<file path="src/hw/rtl/eased_tween_timer_top_defines.svh">
// Assertion macros shared by the eased tween timer RTL.
// Included by files that carry concurrent assertions; no other dependencies.
`ifndef EASED_TWEEN_TIMER_TOP_DEFINES_SVH
`define EASED_TWEEN_TIMER_TOP_DEFINES_SVH
// Implication checked on every clock edge outside reset.
`define ETT_ASSERT_IMP(label, clk, rst, ante, cons, msg) \
  label: assert property (@(posedge clk) disable iff (rst) (ante) |-> (cons)) else $error(msg);
// Implication whose consequent is checked in the cycle after the antecedent.
`define ETT_ASSERT_NEXT(label, clk, rst, ante, cons, msg) \
  label: assert property (@(posedge clk) disable iff (rst) (ante) |=> (cons)) else $error(msg);
`endif

</file>
<file path="src/hw/rtl/ett_pkg.sv">
// Shared types and constants for the eased tween timer.
// No dependencies.
package ett_pkg;

  localparam int TimeWidthDef = 32;
  localparam int FracBitsDef  = 16;
  localparam int DurW  = 24;
  localparam int ValW  = 32;
  localparam int ProgW = 18;
  localparam int DtW   = 16;
  localparam int ModeW = 3;
  localparam int IdxW  = 3;

  // Configuration register indexes
  localparam logic [IdxW-1:0] RegDuration = 3'd0;
  localparam logic [IdxW-1:0] RegDelay    = 3'd1;
  localparam logic [IdxW-1:0] RegMode     = 3'd2;
  localparam logic [IdxW-1:0] RegStart    = 3'd3;
  localparam logic [IdxW-1:0] RegEnd      = 3'd4;

  // Ease modes
  localparam logic [ModeW-1:0] ModeInCubic    = 3'd1;
  localparam logic [ModeW-1:0] ModeOutCubic   = 3'd2;
  localparam logic [ModeW-1:0] ModeInOutCubic = 3'd3;
  localparam logic [ModeW-1:0] ModeOutBack    = 3'd4;
  localparam logic [ModeW-1:0] ModeOutBounce  = 3'd5;

  // Command codes
  localparam logic CmdAdvance = 1'b0;
  localparam logic CmdStart   = 1'b1;

  // Multiplier operand select
  typedef enum logic [2:0] {
    MulTT  = 3'd0,   // acc = a*a >> F   (square of ease operand)
    MulPA  = 3'd1,   // acc = p*a >> F   (cube)
    MulC1  = 3'd2,   // acc = c1*sq >> F
    MulC2  = 3'd3,   // acc = (c1+1)*cube >> F
    MulVal = 3'd4    // not selected by the sequencer; the multiplier falls back to a*a
  } mul_sel_t;

  // Controller to datapath commands
  typedef struct packed {
    logic     load;      // latch item, update time, start setup
    logic     div_start;
    logic     div_step;
    logic     ease_prep; // set ease operand from quotient
    logic     mul_en;
    mul_sel_t mul_sel;
    logic     save_sq;   // keep product as square
    logic     finish_ease;
    logic     out_load;
  } ett_cmd_t;

  // Datapath to controller status
  typedef struct packed {
    logic div_busy;
    logic need_div;
  } ett_stat_t;

endpackage

</file>
<file path="src/hw/rtl/ett_ctrl.sv">
// Sequencer for the eased tween timer: steps divide, ease and lerp.
// Depends on ett_pkg and eased_tween_timer_top_defines.svh.
`include "eased_tween_timer_top_defines.svh"
module ett_ctrl (
  input  logic               clk,
  input  logic               rst,
  input  logic               in_valid,
  output logic               in_stall,
  input  logic               out_busy,
  input  ett_pkg::ett_stat_t stat,
  output ett_pkg::ett_cmd_t  cmd
);

  typedef enum logic [8:0] {
    SIdle  = 9'b000000001,
    SSetup = 9'b000000010,
    SDiv   = 9'b000000100,
    SPrep  = 9'b000001000,
    SSq    = 9'b000010000,
    SCube  = 9'b000100000,
    SBack1 = 9'b001000000,
    SBack2 = 9'b010000000,
    SVal   = 9'b100000000
  } state_t;

  state_t state, state_next;
  logic   fin;

  assign in_stall = (state != SIdle);

  // Next state and commands
  always_comb begin
    state_next = state;
    cmd = '0;
    cmd.mul_sel = ett_pkg::MulTT;
    fin = 1'b0;
    case (state)
      SIdle: begin
        if (in_valid) begin
          cmd.load = 1'b1;
          state_next = SSetup;
        end
      end
      SSetup: begin
        if (stat.need_div) begin
          cmd.div_start = 1'b1;
          state_next = SDiv;
        end else begin
          state_next = SVal;
        end
      end
      SDiv: begin
        cmd.div_step = 1'b1;
        if (!stat.div_busy) state_next = SPrep;
      end
      SPrep: begin
        cmd.ease_prep = 1'b1;
        state_next = SSq;
      end
      SSq: begin
        cmd.mul_en = 1'b1;
        cmd.mul_sel = ett_pkg::MulTT;
        cmd.save_sq = 1'b1;
        state_next = SCube;
      end
      SCube: begin
        cmd.mul_en = 1'b1;
        cmd.mul_sel = ett_pkg::MulPA;
        state_next = SBack1;
      end
      SBack1: begin
        cmd.mul_en = 1'b1;
        cmd.mul_sel = ett_pkg::MulC1;
        state_next = SBack2;
      end
      SBack2: begin
        cmd.mul_en = 1'b1;
        cmd.mul_sel = ett_pkg::MulC2;
        cmd.finish_ease = 1'b1;
        state_next = SVal;
      end
      SVal: begin
        fin = 1'b1;
        if (!out_busy) begin
          cmd.out_load = 1'b1;
          state_next = SIdle;
        end
      end
      default: state_next = SIdle;
    endcase
  end

  always_ff @(posedge clk) begin
    if (rst) state <= SIdle;
    else state <= state_next;
  end

  `ETT_ASSERT_IMP(a_onehot, clk, rst, 1'b1, $onehot(state), "state not one-hot")
  `ETT_ASSERT_NEXT(a_load_setup, clk, rst, cmd.load, state == SSetup, "load did not start")
  `ETT_ASSERT_IMP(a_out_only_val, clk, rst, cmd.out_load, fin, "result outside finish")

endmodule

</file>
<file path="config.mk">
export PLATFORM = sky130hd
export DESIGN_NAME = ett_ctrl
export DESIGN_NICKNAME = d
export VERILOG_FILES = /design/src/hw/rtl/ett_pkg.sv /design/src/hw/rtl/ett_ctrl.sv
export VERILOG_INCLUDE_DIRS = /design/src /design/src/hw/rtl
export SDC_FILE = /design/constraint.sdc
export NUM_CORES = 1
export LEC_CHECK = 0
export ABC_CLOCK_PERIOD_IN_PS = 2800
export BUFFER_PORTS_ARGS = -buffer_cell sky130_fd_sc_hd__buf_4
export CAP_MARGIN = 20
export CORE_UTILIZATION = 40
export CTS_BUF_LIST = sky130_fd_sc_hd__clkbuf_16
export CTS_CLUSTER_SIZE = 30
export DETAILED_ROUTE_END_ITERATION = 8
export HOLD_SLACK_MARGIN = 0.06
export PLACE_DENSITY = 0.7
export SYNTH_ARGS = -nofsm -noshare
export SYNTH_HDL_FRONTEND = slang
export SYNTH_SLANG_ARGS = --single-unit
</file>
<file path="constraint.sdc">
create_clock -name clk -period 2.8 [get_ports clk]
set_input_delay 0.56 -clock clk [delete_from_list [all_inputs] [get_ports clk]]
set_output_delay 0.56 -clock clk [all_outputs]
set_load 0.03 [all_outputs]
</file>
Yosys cells after proc, flatten, opt, wreduce, memory -nomap -nowiden

Cells that the tools add are included.

Flip-flop bits (word level): 9
Latch bits: 0
RAM bits: 0
ROM bits: 0
Output and inout bits: 12
Logic and storage cells: 31
Memories: 0

$add $sub $neg: 0
Multiply operators: 0
Divide/modulo/power cells: 0
Magnitude comparators: 0
Equality and inequality tests: 13
Shifts and indexed selects: 0
Multiplexer cells: 16
Bitwise gates (word level): 0
Reduce and logical (&&, ||, !) cells: 1

Operators by type and width:

| kind                                                                    | count |
|---|---|
| 9-bit one-hot mux with 9 select lines                                   | 1 |
| 9-bit two-way mux                                                       | 4 |
| 4-bit one-hot mux with 4 select lines                                   | 1 |
| 1-bit two-way mux                                                       | 10 |
| 9-bit by 1-bit equality test with 1-bit output, second input constant   | 1 |
| 9-bit by 2-bit equality test with 1-bit output, second input constant   | 1 |
| 9-bit by 3-bit equality test with 1-bit output, second input constant   | 1 |
| 9-bit by 4-bit equality test with 1-bit output, second input constant   | 1 |
| 9-bit by 5-bit equality test with 1-bit output, second input constant   | 1 |
| 9-bit by 6-bit equality test with 1-bit output, second input constant   | 1 |
| 9-bit by 7-bit equality test with 1-bit output, second input constant   | 1 |
| 9-bit by 8-bit equality test with 1-bit output, second input constant   | 1 |
| 9-bit equality test, second input constant                              | 1 |
| 9-bit by 1-bit inequality test with 1-bit output, second input constant | 1 |
| 2-bit inequality test, second input constant                            | 3 |
| 3-bit AND reduction                                                     | 1 |

Depth between registers and ports, before layout

Gate-level depths: netlist of run 1.

Word-level depth: 3
Mapped depth: 5
Gate-level depth less buffers: 4

Worst setup path before layout of run 1

Ideal clock, no wire load.

Path kind: reg-to-output
From: reg state[6]
To: out cmd[10] (netlist name)
Data arrival time: 1.943 ns
Data required time: 2.240 ns
Slack: 0.297 ns
Stages on the path, launching flop included: 6
Path buffers: 1
Cell sequence: dfxtp_1 -> buf_2 -> or4_1 -> nor2_1 -> nand3_1 -> nor2_1

RTL lines:

| item                   | line           | text |
|---|---|---|
| start, declared        | ett_ctrl.sv:26 | `state_t state, state_next;` |
| start signal, assigned | ett_ctrl.sv:94 | `if (rst) state <= SIdle;` |
| start signal, assigned | ett_ctrl.sv:95 | `else state <= state_next;` |
| end, declared          | ett_ctrl.sv:11 | `output ett_pkg::ett_cmd_t cmd` |

==> results of run 1 <==
## power breakdown
group	internal, mW	switching (mW)	total (mW)	leakage [nW]
combinational	0.0462	0.0662	0.112	0.242
clock	0.186	0.0598	0.246	0.0423
sequential	0.137	0.0140	0.151	0.0730
## critical path: stages (launching register included)
cell and delay [ns]:
dfxtp_1 0.35, or3_4 0.43, or4_4 0.46, or3_4 0.39, inv_1 0.06, buf_4 0.15
## final cells by class
cell class                 count  area [um^2]
fill                         131          558
multi-input combinational     60          388
sequential                     9          180
timing repair buffer          16          120
clock buffer                   3         75.1
inverter                       6         22.5
tap                           15         18.8
clock inverter                 1         3.75
## through the flow
stage,worst slack (ns),cell area [um^2],cells
floorplan,0.297,614,80
global placement,0.448,729,106
detailed placement,0.425,729,106
CTS,0.164,808,110
global route,0.103,808,110
finish,0.158,808,110
## cells in the mapped netlist
| cell | instances | share of area |
|---|---|---|
| a2111o_1 | 2 | 0.037 |
| a211o_1 | 1 | 0.014 |
| a211oi_1 | 1 | 0.012 |
| a21boi_0 | 1 | 0.012 |
| a21o_1 | 1 | 0.012 |
| a21oi_1 | 2 | 0.016 |
| a21oi_2 | 1 | 0.014 |
| a32o_1 | 1 | 0.016 |
| a41oi_1 | 1 | 0.014 |
| and4_1 | 1 | 0.014 |
| and4b_1 | 1 | 0.016 |
| buf_2 | 1 | 0.0081 |
| buf_4 | 1 | 0.012 |
| clkbuf_1 | 3 | 0.018 |
| conb_1 | 1 | 0.0061 |
| dfxtp_1 | 9 | 0.29 |
| inv_1 | 6 | 0.037 |
| nand2_1 | 4 | 0.024 |
| nand2b_1 | 3 | 0.031 |
| nand3_1 | 3 | 0.024 |
| nand3b_1 | 4 | 0.049 |
| nor2_1 | 10 | 0.061 |
| nor2b_1 | 2 | 0.020 |
| nor3_1 | 5 | 0.041 |
| nor3b_1 | 1 | 0.012 |
| nor4_1 | 2 | 0.020 |
| nor4b_2 | 1 | 0.024 |
| o21ai_0 | 3 | 0.024 |
| o21ai_1 | 1 | 0.0081 |
| or3_1 | 1 | 0.010 |
| or3_4 | 2 | 0.037 |
| or4_1 | 1 | 0.012 |
| or4_4 | 1 | 0.018 |
| xor2_1 | 2 | 0.029 |
## worst paths after layout
check,from,end,depth (start not counted)
setup / recovery,state[8],cmd[1],5
hold / removal,rst,state[8],2
setup reg to reg,state[4],state[7],4
hold reg to reg,state[4],state[5],2
## per-layer routing
layer / GRT usage / up-vias / wire (um) / part of all wire
li1: - / 315 / - / -
met1: 0.282 / 287 / 636 / 0.43
met2: 0.293 / 19 / 724 / 0.49
met3: 0.0815 / 0 / 108 / 0.074
met4: 0.0484 / 0 / 0 / 0
met5: 0 / - / 0 / 0
## cell families after synthesis
kind of cell	Yosys count	share of synthesized area
AND/OR/NAND/NOR	42	0.415
AO/OA/AOI/OAI	15	0.181
buffers and inverters	11	0.0753
flip-flops	9	0.293
XOR/XNOR	2	0.0285
other	1	0.00610
==> impl_metrics.yaml, run 1 <==
synthesis:
  synth_cell_types: 34
  avgSynthCellArea_um2: 7.68
  synth_area_um2: 614
  synth_warnings: 0
  syn_inst: 80
  yosys_register_bits: 9
  yosysSeqAreaShare: 0.293
  syn-num-nets: 86
pwr:
  peakVddDrop_mv: 0.583
  p_leak_nw: 0.357
  power.total_uw: 509
  p_per_area_mw_per_mm2: 630
timing:
  fmax_ghz: 0.379
  period_share: 0.943
  max_slew_margin: 0.626
  fin_crit_ns: 2.64
  hold_viol: 0
  maxSlewViolCount: 0
  tightest_slew_ns: 0.556
  setup_viol: 0
  setup-tns-final_ns: 0
  whs_ns: 0.507
  rsz0062_at_grt: "no"
  skew_ns: 0.00150
floorplanning:
  pin_count: 18
  start_util: 0.450
  core_area_mm2: 0.00137
  dieArea_mm2: 0.00170
  die_y_um: 41.2
  die_x_um: 41.2
  row_count: 13
cells_and_area:
  drive_above_1_share: 0.253
  largest_reg_flops: 9
  regMostFlops: "state"
  num-nets-final: 102
  area_growth_pct: 31.6
  mostFrequentLayoutCells: "buf_4 (16), nor2_1 (10), dfxtp_1 (9), inv_1 (7), nor3_1 (5)"
  reg_top3: "state x9"
  mostFrequentLayoutCell: "buf_4"
  insertedDiodeCount: 0
  fin_util: 0.592
routing:
  drc: 0
  postRouteAntennaNets: 0
  vias: 621
  drt_iter0_drc: 26
  wirelength_um: 1470
  drt-vias-per-instance: 5.65
  first_pass_iters: 4
  wl_per_cell_um: 13.4
placed_design:
  dp_hpwl_um: 1000
  io_buffers: 16
  gp_congestion: 0.810
setup_path:
  endpoint_kind: "primary output"
  crit_fanout: 7
  arrival_ns: 2.08
  r2r_slack_ns: 0.80
  cp-start-kind: "flop"
  critical_path_class: "reg2out"
  required_ns: 2.24
global_routing:
  antenna_found_initial: 0
  grt_overflow: 0
  grt_pass1_wl_um: 2220
  grt_pass1_vias: 475
  grt_max_degree: 11
  track_usage: 0.204
clock_tree:
  cts_hold_buf: 0
  h-tree-depth: 1
  post_cts_resized: 0
  insertion_delay_ns: 0.23
  cts_buffers: 3
  cts.clk_slew.worst_paths_ns: 0.04
  cts_setup_buffers: 0
  cts_tree: "built"
  ctsLongestPathBuffers: 2
  clock-sinks: 9
  root_buffer: "clkbuf_16"
hold_path:
  hp-class: "in2reg"
outcome:
  status: "finished, final reports clean"
flow_run:
  max-cap-violations: 0
Power figures use the tool's default switching activity.
==> run 2: changes to the inputs <==
CORE_AREA = 2 2 39 41   (was not set)
CORE_UTILIZATION = not set   (was 40)
CTS_CLUSTER_DIAMETER = 60   (was not set)
DIE_AREA = 0 0 41 43   (was not set)
PLACE_DENSITY = 0.78   (was 0.7)
==> run 2 against run 1 <==
Against the previous run: cell count up 0.91%; sequential share of layout area about the same; fmax up 0.53%; global-route usage down 0.52 points; core utilization down 0.66 points; clock skew down 0.00069 ns; via count down 0.32%; combinational power about the same; first-iteration DRC count down 65%; cell area up 0.15%; register-to-register slack better by 0.02 ns; critical endpoint unchanged; largest cell class unchanged; highest routed layer is now met4.
==> impl_metrics.yaml, run 2 (synthesis gave the netlist of run 1 again) <==
global_routing:
  antenna_found_initial: 0
  grt_max_degree: 11
  grt_use_met2: 0.316
  grt_pass1_vias: 549
  grt_overflow: 0
  grtUsageMet3: 0.0314
  met1_usage: 0.255
  track_usage: 0.199
  grt-busiest-layer: "met2"
  grt_pass1_wl_um: 2410
timing:
  max_slew_margin: 0.638
  fmax_ghz: 0.381
  rsz0062_at_grt: "no"
  setup_viol: 0
  skew_ns: 0.000811
  hold_viol: 0
  setup-tns-final_ns: 0
  layout_setup_ws_ns: 0.172
  period_share: 0.938
  tightest_slew_ns: 0.539
  maxSlewViolCount: 0
  fin_crit_ns: 2.63
cells_and_area:
  drive_above_1_share: 0.253
  regMostFlops: "state"
  insertedDiodeCount: 0
  mostFrequentLayoutCells: "buf_4 (16), nor2_1 (10), dfxtp_1 (9), inv_1 (7), nor3_1 (5)"
  largest_reg_flops: 9
  reg_top3: "state x9"
  mostFrequentLayoutCell: "buf_4"
  area_growth_pct: 31.8
  final_cell_area_um2: 810
  num-nets-final: 102
placed_design:
  io_buffers: 16
  dp_worst_setup_slack_ns: 0.424
  dp_hpwl_um: 1110
  placed_cell_area_um2: 731
  gp_congestion: 0.798
outcome:
  status: "finished, final reports clean"
clock_tree:
  insertion_delay_ns: 0.23
  cts.clk_slew.worst_paths_ns: 0.04
  cts_tree: "built"
  post_cts_resized: 0
  clock-sinks: 9
  cts_setup_buffers: 0
  cts_buffers: 3
  ctsLongestPathBuffers: 2
  cts_hold_buf: 0
  h-tree-depth: 1
  root_buffer: "clkbuf_16"
setup_path:
  crit_chain: "or3_4 -> or4_4 -> or3_4 -> inv_1 -> buf_4"
  cp_slowest_stage_delay_ns: 0.46
  crit_fanout: 7
  slowest_stage: "or4_4"
  critical_path_class: "reg2out"
  crit_buf_inv: 2
  arrival_ns: 2.07
  critPathTopFamily: "simple AND/OR/NAND/NOR gates"
  cp-start-kind: "flop"
  endpoint_kind: "primary output"
  critPathMostFrequentCell: "or3_4"
  required_ns: 2.24
  r2r_slack_ns: 0.82
floorplanning:
  row_count: 14
  dieArea_mm2: 0.00176
  pin_count: 18
  start_util: 0.444
  core_area_mm2: 0.00138
  die_x_um: 41
  die_y_um: 43
routing:
  wl_per_cell_um: 13.3
  vias: 619
  first_pass_iters: 4
  drt-vias-per-instance: 5.58
  drt_iter0_drc: 9
  drc: 0
  postRouteAntennaNets: 0
  wirelength_um: 1480
pwr:
  peakVddDrop_mv: 0.336
  p_per_area_mw_per_mm2: 628
  p_leak_nw: 0.357
hold_path:
  hp-class: "in2reg"
flow_run:
  max-cap-violations: 0
## run 2: cell counts in the layout (fill, tap and decap cells not counted)
No cell type changed its count.
## run 2: area by class of cell
class,count,area (um^2)
clock buffers,3,75.1
flip-flops and latches,9,180
repair buffers,16,120
multi-input cells,60,388
inverters,6,22.5
fillers,133,574
clock inverters,1,3.75
well taps,16,20.0
## run 2: routing by layer
metal	up-vias	wire length, um	part of all wire
met5	-	0	0
met2	17	751	0.51
met4	0	8	0.0054
li1	313	-	-
met1	287	643	0.43
met3	2	79	0.053
## run 2: path summary, 6_finish.rpt
check,startpoint,end,cells past startpoint
max,state[8],cmd[1],5
min,rst,state[8],2
max reg2reg,state[4],state[7],4
min reg2reg,state[5],state[6],2
## run 2: power by group
| group | total, mW | switching [mW] | internal [mW] |
|---|---|---|---|
| Sequential | 0.150 | 0.0136 | 0.137 |
| Combinational | 0.114 | 0.0679 | 0.0462 |
| Clock | 0.244 | 0.0581 | 0.186 |
## run 2: stage by stage
step,total power [mW],utilization,hold WS (ns),std cells
floorplan,0.229,-,0.516,80
global placement,0.262,0.528,0.552,107
detailed placement,0.265,0.528,0.556,107
CTS,0.514,0.585,0.496,111
global route,0.536,0.585,0.502,111
finish,0.509,0.585,0.498,111
